[src/hw/rtl/wfdd_pkg.sv]
`default_nettype none
// ----------------------------------------------------------------------------
// wfdd_pkg
// shared codes for the wait-for deadlock detector
// ----------------------------------------------------------------------------
package wfdd_pkg;

   localparam logic [2:0] OP_CLEAR  = 3'd0;
   localparam logic [2:0] OP_PROC   = 3'd1;
   localparam logic [2:0] OP_LOCK   = 3'd2;
   localparam logic [2:0] OP_WAIT   = 3'd3;
   localparam logic [2:0] OP_DETECT = 3'd4;

   localparam logic [4:0] GROUP_CAP = 5'd31;
   localparam logic [7:0] RES_CAP   = 8'd32;

   typedef struct packed {
      logic [4:0]  deadlock_index;
      logic [15:0] member_name;
      logic [4:0]  deadlock_total;
      logic        last;
   } rsp_type;

endpackage
`default_nettype wire

[src/hw/rtl/wait_for_deadlock_detector.sv]
`default_nettype none
// ----------------------------------------------------------------------------
// wait_for_deadlock_detector
// loads process, lock and wait tables and finds wait-for cycles on detect
// ----------------------------------------------------------------------------
// Load transfers (clear, add process, add lock, add request) are accepted in
// idle and update the tables directly. A detect transfer walks the waits-for
// chains: every chain step reads the waited-key memory, then the key-owner
// memory, each slot is scanned in turn, every member of a found group gets its
// group number written, and then the result phase visits each group and slot
// pair, waiting whenever the result side stalls. The block takes no new
// transfer until the last result of a detect is loaded into the output
// register. A clear resets the table valid bits; there is no clearing pass.
module wait_for_deadlock_detector #(
   parameter int MAX_PROCS = 32,
   parameter int MAX_KEYS  = 64
) (
   input  wire         clock,
   input  wire         reset,
   input  wire         req_tvalid,
   output logic        req_tready,
   input  wire  [31:0] req_tdata,   // opcode, proc_slot, proc_name, key_id, zero pad
   output logic        rsp_tvalid,
   input  wire         rsp_tready,
   output logic [31:0] rsp_tdata,   // deadlock_index, member_name, deadlock_total, zero pad
   output logic        rsp_tlast
);
   import wfdd_pkg::*;

   localparam int PW  = (MAX_PROCS > 1) ? $clog2(MAX_PROCS) : 1;
   localparam int KW  = (MAX_KEYS > 1) ? $clog2(MAX_KEYS) : 1;
   localparam int PCW = $clog2(MAX_PROCS + 1);

   localparam logic [3:0] ST_IDLE  = 4'd0;
   localparam logic [3:0] ST_SCAN  = 4'd1;
   localparam logic [3:0] ST_W1    = 4'd2;
   localparam logic [3:0] ST_W2    = 4'd3;
   localparam logic [3:0] ST_W3    = 4'd4;
   localparam logic [3:0] ST_G1    = 4'd5;
   localparam logic [3:0] ST_G2    = 4'd6;
   localparam logic [3:0] ST_OINIT = 4'd7;
   localparam logic [3:0] ST_ORD   = 4'd8;
   localparam logic [3:0] ST_OCHK  = 4'd9;

   logic [3:0]           state_ff, state_in;
   logic [MAX_PROCS-1:0] present_ff, present_in, holds_ff, holds_in;
   logic [MAX_PROCS-1:0] wkv_ff, wkv_in, open_ff, open_in;
   logic [MAX_PROCS-1:0] onpath_ff, onpath_in, ingrp_ff, ingrp_in;
   logic [MAX_KEYS-1:0]  keyv_ff, keyv_in;
   logic [PCW-1:0]       s_ff, s_in, len_ff, len_in, idx_ff, idx_in;
   logic [PCW-1:0]       members_ff, members_in;
   logic [PW-1:0]        cur_ff, cur_in, p_ff, p_in;
   logic [4:0]           groups_ff, groups_in;
   logic [5:0]           g_ff, g_in, n_ff, n_in;
   logic                 rsp_valid_ff, rsp_valid_in;
   rsp_type              rsp_ff, rsp_in;

   logic [15:0] name_mem [MAX_PROCS];
   logic [PW-1:0] owner_mem [MAX_KEYS];
   logic [KW-1:0] wait_mem [MAX_PROCS];
   logic [4:0]  grp_mem [MAX_PROCS];
   logic [PW-1:0] stack_mem [MAX_PROCS];
   logic [15:0] name_rd;
   logic [PW-1:0] owner_rd, stack_rd;
   logic [KW-1:0] wait_rd;
   logic [4:0]  grp_rd;

   logic          name_we, owner_we, wait_we, grp_we, stack_we;
   logic [PW-1:0] name_wa, wait_wa, grp_wa, stack_wa, owner_wd, stack_wd;
   logic [KW-1:0] owner_wa, wait_wd;
   logic [15:0]   name_wd;
   logic [4:0]    grp_wd;

   logic [2:0]  op;
   logic [8:0]  slot_x, key_x;
   logic        slot_ok, key_ok, req_xfer, out_free, hit;
   logic [PW-1:0] slot_i, s_i;
   logic [KW-1:0] key_i;
   logic [7:0]  cap, n_next;

   assign op      = req_tdata[2:0];
   assign slot_x  = {4'b0, req_tdata[7:3]};
   assign key_x   = {3'b0, req_tdata[29:24]};
   assign slot_ok = slot_x < 9'(MAX_PROCS);
   assign key_ok  = key_x < 9'(MAX_KEYS);
   assign slot_i  = slot_x[PW-1:0];
   assign key_i   = key_x[KW-1:0];
   assign s_i     = s_ff[PW-1:0];

   assign req_tready = (state_ff == ST_IDLE);
   assign req_xfer   = req_tvalid && req_tready;
   assign out_free   = !rsp_valid_ff || rsp_tready;
   assign cap        = (8'(members_ff) > RES_CAP) ? RES_CAP : 8'(members_ff);
   assign n_next     = 8'(n_ff) + 8'd1;
   assign hit        = ingrp_ff[p_ff] && (6'(grp_rd) == g_ff);

   assign rsp_tvalid = rsp_valid_ff;
   assign rsp_tlast  = rsp_ff.last;
   assign rsp_tdata  = {6'b0, rsp_ff.deadlock_total, rsp_ff.member_name,
                        rsp_ff.deadlock_index};

   always_comb begin
      state_in     = state_ff;
      present_in   = present_ff;
      holds_in     = holds_ff;
      wkv_in       = wkv_ff;
      open_in      = open_ff;
      onpath_in    = onpath_ff;
      ingrp_in     = ingrp_ff;
      keyv_in      = keyv_ff;
      s_in         = s_ff;
      len_in       = len_ff;
      idx_in       = idx_ff;
      members_in   = members_ff;
      cur_in       = cur_ff;
      p_in         = p_ff;
      groups_in    = groups_ff;
      g_in         = g_ff;
      n_in         = n_ff;
      rsp_valid_in = rsp_valid_ff && !rsp_tready;
      rsp_in       = rsp_ff;
      name_we = 1'b0; name_wa = slot_i; name_wd = req_tdata[23:8];
      owner_we = 1'b0; owner_wa = key_i; owner_wd = slot_i;
      wait_we = 1'b0; wait_wa = slot_i; wait_wd = key_i;
      grp_we = 1'b0; grp_wa = stack_rd; grp_wd = groups_ff;
      stack_we = 1'b0; stack_wa = '0; stack_wd = s_i;

      unique case (state_ff)
         ST_IDLE: begin
            if (req_xfer) begin
               case (op)
                  OP_CLEAR: begin
                     present_in = '0;
                     holds_in   = '0;
                     wkv_in     = '0;
                     keyv_in    = '0;
                  end
                  OP_PROC: begin
                     if (slot_ok) begin
                        present_in[slot_i] = 1'b1;
                        name_we = 1'b1;
                     end
                  end
                  OP_LOCK: begin
                     if (slot_ok && key_ok && !keyv_ff[key_i]) begin
                        keyv_in[key_i]   = 1'b1;
                        holds_in[slot_i] = 1'b1;
                        owner_we = 1'b1;
                     end
                  end
                  OP_WAIT: begin
                     if (slot_ok && key_ok && !wkv_ff[slot_i]) begin
                        wkv_in[slot_i] = 1'b1;
                        wait_we = 1'b1;
                     end
                  end
                  OP_DETECT: begin
                     open_in    = present_ff & holds_ff;
                     ingrp_in   = '0;
                     groups_in  = '0;
                     members_in = '0;
                     s_in       = '0;
                     state_in   = ST_SCAN;
                  end
                  default: ;
               endcase
            end
         end
         ST_SCAN: begin
            if (s_ff == PCW'(MAX_PROCS)) begin
               state_in = ST_OINIT;
            end else if (!open_ff[s_i]) begin
               s_in = s_ff + 1'b1;
            end else begin
               cur_in          = s_i;
               len_in          = PCW'(1);
               onpath_in       = '0;
               onpath_in[s_i]  = 1'b1;
               stack_we        = 1'b1;
               state_in        = ST_W1;
            end
         end
         ST_W1: state_in = ST_W2;
         ST_W2: begin
            if (!wkv_ff[cur_ff]) begin
               open_in  = open_ff & ~onpath_ff;
               s_in     = s_ff + 1'b1;
               state_in = ST_SCAN;
            end else begin
               state_in = ST_W3;
            end
         end
         ST_W3: begin
            if (!keyv_ff[wait_rd] || !present_ff[owner_rd]) begin
               open_in  = open_ff & ~onpath_ff;
               s_in     = s_ff + 1'b1;
               state_in = ST_SCAN;
            end else if (owner_rd == s_i) begin
               open_in = open_ff & ~onpath_ff;
               if (groups_ff < GROUP_CAP) begin
                  groups_in  = groups_ff + 1'b1;
                  ingrp_in   = ingrp_ff | onpath_ff;
                  members_in = members_ff + len_ff;
                  idx_in     = '0;
                  state_in   = ST_G1;
               end else begin
                  s_in     = s_ff + 1'b1;
                  state_in = ST_SCAN;
               end
            end else if (!open_ff[owner_rd]) begin
               open_in  = open_ff & ~onpath_ff;
               s_in     = s_ff + 1'b1;
               state_in = ST_SCAN;
            end else if (onpath_ff[owner_rd] || len_ff == PCW'(MAX_PROCS)) begin
               open_in[s_i] = 1'b0;
               s_in     = s_ff + 1'b1;
               state_in = ST_SCAN;
            end else begin
               stack_we  = 1'b1;
               stack_wa  = len_ff[PW-1:0];
               stack_wd  = owner_rd;
               onpath_in[owner_rd] = 1'b1;
               len_in    = len_ff + 1'b1;
               cur_in    = owner_rd;
               state_in  = ST_W1;
            end
         end
         ST_G1: state_in = ST_G2;
         ST_G2: begin
            grp_we = 1'b1;
            idx_in = idx_ff + 1'b1;
            if (idx_ff + 1'b1 == len_ff) begin
               s_in     = s_ff + 1'b1;
               state_in = ST_SCAN;
            end else begin
               state_in = ST_G1;
            end
         end
         ST_OINIT: begin
            if (groups_ff == '0) begin
               if (out_free) begin
                  rsp_valid_in = 1'b1;
                  rsp_in       = '{deadlock_index: 5'd0, member_name: 16'd0,
                                   deadlock_total: 5'd0, last: 1'b1};
                  state_in     = ST_IDLE;
               end
            end else begin
               g_in     = 6'd1;
               p_in     = '0;
               n_in     = '0;
               state_in = ST_ORD;
            end
         end
         ST_ORD: state_in = ST_OCHK;
         ST_OCHK: begin
            if (hit && !out_free) begin
               state_in = ST_OCHK;
            end else begin
               if (hit) begin
                  rsp_valid_in = 1'b1;
                  rsp_in       = '{deadlock_index: g_ff[4:0], member_name: name_rd,
                                   deadlock_total: groups_ff, last: n_next == cap};
                  n_in         = n_next[5:0];
               end
               if (hit && n_next == cap) begin
                  state_in = ST_IDLE;
               end else if (p_ff == PW'(MAX_PROCS - 1)) begin
                  p_in = '0;
                  g_in = g_ff + 1'b1;
                  state_in = (g_ff == 6'(groups_ff)) ? ST_IDLE : ST_ORD;
               end else begin
                  p_in     = p_ff + 1'b1;
                  state_in = ST_ORD;
               end
            end
         end
         default: state_in = ST_IDLE;
      endcase
   end

   always_ff @(posedge clock) begin
      if (reset) begin
         state_ff     <= ST_IDLE;
         present_ff   <= '0;
         holds_ff     <= '0;
         wkv_ff       <= '0;
         keyv_ff      <= '0;
         open_ff      <= '0;
         onpath_ff    <= '0;
         ingrp_ff     <= '0;
         s_ff         <= '0;
         len_ff       <= '0;
         idx_ff       <= '0;
         members_ff   <= '0;
         cur_ff       <= '0;
         p_ff         <= '0;
         groups_ff    <= '0;
         g_ff         <= '0;
         n_ff         <= '0;
         rsp_valid_ff <= 1'b0;
      end else begin
         state_ff     <= state_in;
         present_ff   <= present_in;
         holds_ff     <= holds_in;
         wkv_ff       <= wkv_in;
         keyv_ff      <= keyv_in;
         open_ff      <= open_in;
         onpath_ff    <= onpath_in;
         ingrp_ff     <= ingrp_in;
         s_ff         <= s_in;
         len_ff       <= len_in;
         idx_ff       <= idx_in;
         members_ff   <= members_in;
         cur_ff       <= cur_in;
         p_ff         <= p_in;
         groups_ff    <= groups_in;
         g_ff         <= g_in;
         n_ff         <= n_in;
         rsp_valid_ff <= rsp_valid_in;
      end
      rsp_ff <= rsp_in;
   end

   // table memories
   always_ff @(posedge clock) begin
      if (name_we) name_mem[name_wa] <= name_wd;
      name_rd <= name_mem[p_ff];
   end

   always_ff @(posedge clock) begin
      if (owner_we) owner_mem[owner_wa] <= owner_wd;
      owner_rd <= owner_mem[wait_rd];
   end

   always_ff @(posedge clock) begin
      if (wait_we) wait_mem[wait_wa] <= wait_wd;
      wait_rd <= wait_mem[cur_ff];
   end

   always_ff @(posedge clock) begin
      if (grp_we) grp_mem[grp_wa] <= grp_wd;
      grp_rd <= grp_mem[p_ff];
   end

   always_ff @(posedge clock) begin
      if (stack_we) stack_mem[stack_wa] <= stack_wd;
      stack_rd <= stack_mem[idx_ff[PW-1:0]];
   end

`ifndef SYNTH
   a_group_cap: assert property (@(posedge clock) disable iff (reset)
      groups_ff <= GROUP_CAP)
      else $error("group count beyond cap");

   a_path_open: assert property (@(posedge clock) disable iff (reset)
      (state_ff == ST_W1 || state_ff == ST_W2 || state_ff == ST_W3)
      |-> ((onpath_ff & ~open_ff) == '0))
      else $error("path holds a closed slot");

   a_path_len: assert property (@(posedge clock) disable iff (reset)
      (state_ff == ST_W1 || state_ff == ST_W2 || state_ff == ST_W3)
      |-> ($countones(onpath_ff) == int'(len_ff)))
      else $error("path length mismatch");

   a_out_held: assert property (@(posedge clock) disable iff (reset)
      (state_ff == ST_IDLE && $past(state_ff) == ST_OCHK) |-> rsp_valid_ff || $past(rsp_tready))
      else $error("detect ended with no result loaded");
`endif

endmodule
`default_nettype wire

[config.mk]
export PLATFORM = sky130hd
export DESIGN_NAME = wait_for_deadlock_detector
export DESIGN_NICKNAME = d
export VERILOG_FILES = /design/src/hw/rtl/wfdd_pkg.sv /design/src/hw/rtl/wait_for_deadlock_detector.sv
export SDC_FILE = /design/constraint.sdc
export NUM_CORES = 2
export LEC_CHECK = 0
export BUFFER_PORTS_ARGS = -buffer_cell sky130_fd_sc_hd__buf_2
export CAP_MARGIN = 20
export CORE_MARGIN = 2
export CORE_UTILIZATION = 60
export CTS_CLUSTER_DIAMETER = 60
export CTS_CLUSTER_SIZE = 20
export DETAILED_ROUTE_END_ITERATION = 10
export PLACE_DENSITY = 0.76
export SETUP_SLACK_MARGIN = 0.05
export SLEW_MARGIN = 20
export SYNTH_ARGS = -nofsm -noshare
export SYNTH_HDL_FRONTEND = slang
export SYNTH_SLANG_ARGS = --single-unit
[constraint.sdc]
create_clock -name clock -period 6.3 [get_ports clock]
set_clock_uncertainty 0.05 [all_clocks]
set_input_delay 0 -clock clock [delete_from_list [all_inputs] [get_ports clock]]
set_output_delay 0 -clock clock [all_outputs]
set_load 0.005 [all_outputs]
Word-level counts from Yosys, hierarchy flattened

Memories as Yosys holds them, arrays and structs flattened. A register that Yosys moved wholly into a read port is not among the register bits.
Index checks and enable logic that the tools add are counted.

Memories kept: 5
Flip-flop bits (word level): 339
Bits in writable memories: 1344
Word-level logic and storage cells: 334
Input port bits: 36

Memory list:

| name      | words | width | rd ports | clocked after memory_dff | write ports | line                             | source |
|---|---|---|---|---|---|---|---|
| name_mem  | 32    | 16    | 1        | 1                        | 1           | wait_for_deadlock_detector.sv:58 | `logic [15:0] name_mem [MAX_PROCS];` |
| owner_mem | 64    | 5     | 1        | 1                        | 1           | wait_for_deadlock_detector.sv:59 | `logic [PW-1:0] owner_mem [MAX_KEYS];` |
| wait_mem  | 32    | 6     | 1        | 1                        | 1           | wait_for_deadlock_detector.sv:60 | `logic [KW-1:0] wait_mem [MAX_PROCS];` |
| grp_mem   | 32    | 5     | 1        | 1                        | 1           | wait_for_deadlock_detector.sv:61 | `logic [4:0] grp_mem [MAX_PROCS];` |
| stack_mem | 32    | 5     | 1        | 1                        | 1           | wait_for_deadlock_detector.sv:62 | `logic [PW-1:0] stack_mem [MAX_PROCS];` |

Multiplexer cells: 178
Eq/ne operators: 48
Bitwise operators: 11
Add/subtract/negate cells: 8
Magnitude comparators: 15
Reduce and logical (&&, ||, !) cells: 47

Operators with widths:

| cell                | count |
|---|---|
| $mux 32             | 21 |
| $pmux 32 s2         | 5 |
| $mux 6              | 31 |
| $or 32x32->32       | 5 |
| $pmux 64 s2         | 1 |
| $mux 5              | 25 |
| $mux 27             | 4 |
| $and 32x32->32      | 3 |
| $pmux 32 s3         | 1 |
| $mux 64             | 1 |
| $not 32->32         | 2 |
| $or 64x64->64       | 1 |
| $pmux 6 s2          | 5 |
| $pmux 27 s2         | 1 |
| $mux 4              | 12 |
| $mux 1              | 46 |
| $ne 2x2->1 const B  | 21 |
| $pmux 4 s10         | 1 |
| $lt 5x6->1 const B  | 6 |
| $bmux 1 s5          | 7 |
| $pmux 5 s2          | 3 |
| $pmux 6 s5          | 1 |
| $reduce_and 4->1    | 7 |
| $add 6x1->6 const B | 4 |
| 45 further kinds    | 93 |

Logic depth before layout (Yosys ltp)

Word-level depth: 11
Depth in mapped cells: 14
Depth with buffers taken out: 10

Worst setup path after synthesis

No wires, ideal clock.

Path type: flip-flop to flip-flop
Start: reg owner_rd[0] (read register of owner_mem)
End: mem stack_mem[0][1] (netlist name), data pin
Setup time: 0.455 ns
Arrival: 3.703 ns
Clock period less this slack: 4.207 ns
Setup slack: 2.093 ns
Stages on the path, launching flop included: 10
Path through: dfxtp_1 -> buf_4 -> buf_4 -> mux2_2 -> o22ai_1 -> nor3_1 -> or4_4 -> nor3b_2 -> nand4_1 -> o21ai_0

Longest elaborated chain between the ends: 8
Elaborated cells on any way between the ends: 15

Ends and longest elaborated chain:

| element                      | line                              | source |
|---|---|---|
| start, declared              | wait_for_deadlock_detector.sv:64  | `logic [PW-1:0] owner_rd, stack_rd;` |
| $bmux 1 s5                   | wait_for_deadlock_detector.sv:214 | `end else if (onpath_ff[owner_rd] \|\| len_ff == PCW'(MAX_PROCS)) begin` |
| $mux 1 (not written as such) | wait_for_deadlock_detector.sv:214 |  |
| $logic_or 1x1->1             | wait_for_deadlock_detector.sv:214 |  |
| $mux 5                       | wait_for_deadlock_detector.sv:214 |  |
| $mux 5                       | wait_for_deadlock_detector.sv:210 | `end else if (!open_ff[owner_rd]) begin` |
| $mux 5                       | wait_for_deadlock_detector.sv:198 | `end else if (owner_rd == s_i) begin` |
| $mux 5 *                     | wait_for_deadlock_detector.sv:194 | `if (!keyv_ff[wait_rd] \|\| !present_ff[owner_rd]) begin` |
| $mux 5 *                     | wait_for_deadlock_detector.sv:128 | `unique case (state_ff)` |
| named net stack_wd[1]        | wait_for_deadlock_detector.sv:69  | `logic [PW-1:0] name_wa, wait_wa, grp_wa, stack_wa, owner_wd, stack_wd;` |
| end, declared                | wait_for_deadlock_detector.sv:62  |  |

Mark *: on every way through the listed nets, which the timed path passes. The rest lies on a longest branch. The select of a mux whose other input is x is not followed.

Worst setup path in the final report

Start: reg wait_rd[0] (read register of wait_mem)
End: reg open_ff[28]

Longest elaborated chain between the ends: 6
Elaborated cells on any way between the ends: 8

Ends and longest elaborated chain:

| element                                                          | line                              | source |
|---|---|---|
| start, declared                                                  | wait_for_deadlock_detector.sv:65  | `logic [KW-1:0] wait_rd;` |
| $bmux 1 s6 *                                                     | wait_for_deadlock_detector.sv:194 |  |
| $mux 1 (not written as such) *                                   | wait_for_deadlock_detector.sv:194 |  |
| $logic_not 1->1 *                                                | wait_for_deadlock_detector.sv:194 |  |
| $logic_or 1x1->1 *                                               | wait_for_deadlock_detector.sv:194 |  |
| $ne 5x5->1 (no source line) or $mux 32 (tied branches)           | -                                 |  |
| $reduce_and 5->1 (no source line) or $pmux 32 s3 (tied branches) | -                                 |  |
| end signal, assigned                                             | wait_for_deadlock_detector.sv:307 | `open_ff <= open_in;` |
| end, declared                                                    | wait_for_deadlock_detector.sv:47  | `logic [MAX_PROCS-1:0] wkv_ff, wkv_in, open_ff, open_in;` |

Mark *: on every way between the ends. The rest lies on a longest branch, timed or not. The select of a mux whose other input is x is not followed.
A chain may end at the register's enable or synchronous reset.

==> summary.md <==
| Metric | Value |
|---|---|
| Simple-gate share of the synthesized area | 0.0673 |
| Layout overhead on the synthesized area | 8.56% |
| Ranking of synthesized cells by area | edfxtp_1, mux4_2, dfxtp_1 |
| CP arrival | 5.47 ns |
| Setup TNS | 0 ns |
| TritonRoute pass-1 iters | 6 |
| Starting density of the core | 0.607 |
| Largest net degree at the start of global routing | 113 |
| IO Pins | 71 |
| Final #Nets | 4393 |
| Final Slew Violations | 0 |
| Mux contribution to synthesized area | 0.168 |
| Clock Latency Late Sink | 0.75 ns |
| LEAKAGE | 23.0 nW |
| ANT nets after route | 0 |
| Die Ht | 347 um |
| Number of DRC markers in iteration 0 | 5242 |
| Largest fanout on the critical path | 37 |
| Cells after Synth | 4341 |
| Ys async rst share | 0 |
| RSZ-0062 raised after global routing | no |
| Initial antenna violation count | 5 |
| Worst-path clk slew | 0.08 ns |
| Synth Area in XOR/XNOR | 0.00447 |
| Post-synth top area cell | edfxtp_1 |
| Postcts setup bufs | 0 |
| Root buffer cell | clkbuf_16 |
| CTS max path bufs | 3 |
| Global-route wire length before repair | 252 mm |
| Fmax | 0.205 GHz |
| Hpwl dp | 101 mm |
| Vias after detailed routing | 40.2k |
| Core Box Area | 116000 um^2 |
| Port Buffers | 62 |
| Synth top area share | 0.583 |
| FP Rows | 125 |
| Wirelength per Cell | 27.9 um |
| H-tree Lvls | 3 |
| Die area | 120000 um^2 |
| Drt drc | 0 |
| Slew Limit Headroom | 0.270 |
| Final hold slack | 0.0833 ns |
| GR Util All Layers | 0.278 |
| Hold Crit Class | input pin to register |
| Critical path required time | 6.89 ns |
| Via/cell ratio | 6.74 |
| Crit start category | register |
| CP Capture Type | register |
| Post-synthesis adder-cell area fraction | 0.00347 |
| Crit share post-route | 0.774 |
| Worst Max-Slew Pin Slew | 1.10 ns |
| Clk sink count | 1720 |
| Largest family of logic cells by synthesized area | multiplexers |
| Complex-gate fraction of the synthesized area | 0.0551 |
| Synth Flop Type | edfxtp_1 |
| Die Width | 347 um |
| Worst VDD drop | 290 uV |
| Max-cap viol count | 0 |
| Crit Path Class | register to register |
| Cell variety after synth | 84 |
| Num CTS Buffers | 114 |
| CTS tree | yes |
| Synthesized cell area | 70600 um^2 |
| Avg Cell Area, Syn | 16.3 um^2 |
| Register area share after synthesis | 0.682 |
| Number of flops mapped to enable cells by yosys | 1371 |
| Fin. Hold Viols | 0 |
| Vias in the first global route | 39.6k |
| Gr ovfl total | 0 |
| Layout cells sized above 1 | 0.216 |
| GPL Wtd Cong | 0.947 |
| Cell Pwr Density | 269 nW/um^2 |
| Outcome | completed |
| Final Setup Violations | 0 |
| Tmin final | 4.88 ns |
| Yosys warnings | 0 |
| Synth Register Bits | 1720 |
| Final WL | 166 mm |
[metal layers]
layer | track usage | wire, um
met1 | 0.401 | 65500
met2 | 0.445 | 80500
met3 | 0.0435 | 15300
met4 | 0.0802 | 5080
met5 | 0 | 24
[registers in the layout, summed over array words and instances, names as in the netlist, 16 cells and up]
signal      count
keyv_ff        64
name_rd        16
present_ff     32
owner_mem     320
wkv_ff         32
open_ff        32
name_mem      512
wait_mem      192
holds_ff       32
stack_mem     160
onpath_ff      32
rsp_tdata      26
grp_mem       160
ingrp_ff       32
[power breakdown]
part / switching [W] / internal (W) / leakage, nW / total [W]
Combinational: 0.000368 / 0.000148 / 6.10 / 0.000517
Sequential: 0.0000482 / 0.0122 / 15.1 / 0.0123
Clock: 0.00392 / 0.00387 / 1.86 / 0.00780
Total: 0.00434 / 0.0162 / 23.0 / 0.0206
[path summary, 6_finish.rpt]
path	startpoint	end	slack, ns	depth (start not counted)
max	wait_rd[0]$_DFF_P_	open_ff[28]$_SDFFE_PP0P_	1.42	10
min	req_tdata[26]	wait_mem[16][2]$_DFFE_PP_	0.08	2
min reg2reg	ingrp_ff[28]$_SDFFE_PP0P_	ingrp_ff[28]$_SDFFE_PP0P_	0.42	2
max reg2reg	wait_rd[0]$_DFF_P_	open_ff[28]$_SDFFE_PP0P_	1.42	10
[worst max-delay path, stage by stage, from the launching register on]
cell and delay [ns]:
dfxtp_4 0.77, buf_4 0.58, mux4_2 0.59, nand2_1 0.08, nand3_1 0.10, a21oi_1 0.63, a211o_1 0.25, buf_4 0.41
or2_2 0.75, o2111ai_1 0.22, a31oi_1 0.25
[synthesized netlist by cell type (all sizes together), types with 5 or more instances]
master   count
and3        12
buf        111
and2        35
nand2      137
xor2        11
xnor2       25
or3b        13
a31o         5
mux4       471
o211ai       8
nor2b       28
o22ai       17
a31oi      136
nor2       521
nor3b       41
or3         18
nand2b      16
nand3b      27
nand4       17
clkbuf     203
or4          6
a221oi       5
ha          18
mux2i       69
a211oi      36
inv         21
nand3       73
o221ai       6
dfxtp      349
o31ai       12
nor3        39
nor4         6
or2          8
a21oi      182
o21ai      122
a311oi      10
edfxtp    1371
mux2        49
a221o        6
o2111ai     32
a22oi       11
[repair_timing]
item                      CTS  global route
gates resized for setup     0             0
hold endpoints to repair  775             0
hold buffers               30             0
[per-stage QoR]
stage / instances / setup WS [ns] / instance area, um^2 / power (W) / util
6_report: 5958 / 1.42 / 76600 / 0.0206 / 0.658
5_1_grt: 5956 / 1.23 / 76600 / 0.0211 / 0.658
4_1_cts: 5956 / 1.54 / 76600 / 0.0207 / 0.658
3_5_place_dp: 5716 / 1.57 / 72500 / 0.0130 / 0.623
3_3_place_gp: 5716 / 1.60 / 72500 / 0.0130 / 0.623
2_1_floorplan: 4346 / 2.09 / 70600 / 0.0128 / -
[layout make-up]
class	count	area (um^2)
clock inverters	67	786
repair buffers	190	1360
flip-flops and latches	1720	48200
fillers	7720	39700
clock buffers	143	3010
diodes	2	5.00
inverters	23	86.3
multi-input cells	2289	21300
well taps	1524	1910
[placed cells by master, fill, tap and decap left out, types with 17 or more instances in the layout]
master         instances
nor3b_1               39
clkbuf_1              26
nand4_1               17
or3_1                 18
buf_2                 62
buf_4                 97
o22ai_1               17
nand3b_1              27
inv_1                 21
o2111ai_1             32
inv_6                 17
dfxtp_1              336
xnor2_1               25
a21oi_1              181
nand2_1              133
nand3_1               72
mux2i_1               69
nor2_1               488
nor3_1                37
a211oi_1              36
nor2b_1               28
dlygate4sd3_1         30
edfxtp_1            1371
and2_1                34
a31oi_1              135
clkbuf_16            116
mux2_2                49
mux4_2               471
nor2_2                32
ha_1                  18
o21ai_0              117
[cells by family (layout without fill, tap and decap cells)]
family | count (synthesis) | after routing
mux | 589 | 589
compound gates | 627 | 627
fa+ha+maj | 19 | 19
buf+inv | 337 | 423
xor+xnor | 36 | 36
other cells | 1 | 8
flops | 1720 | 1720
simple gates | 1012 | 1012
No activity file was read; power rests on OpenSTA's default activity.
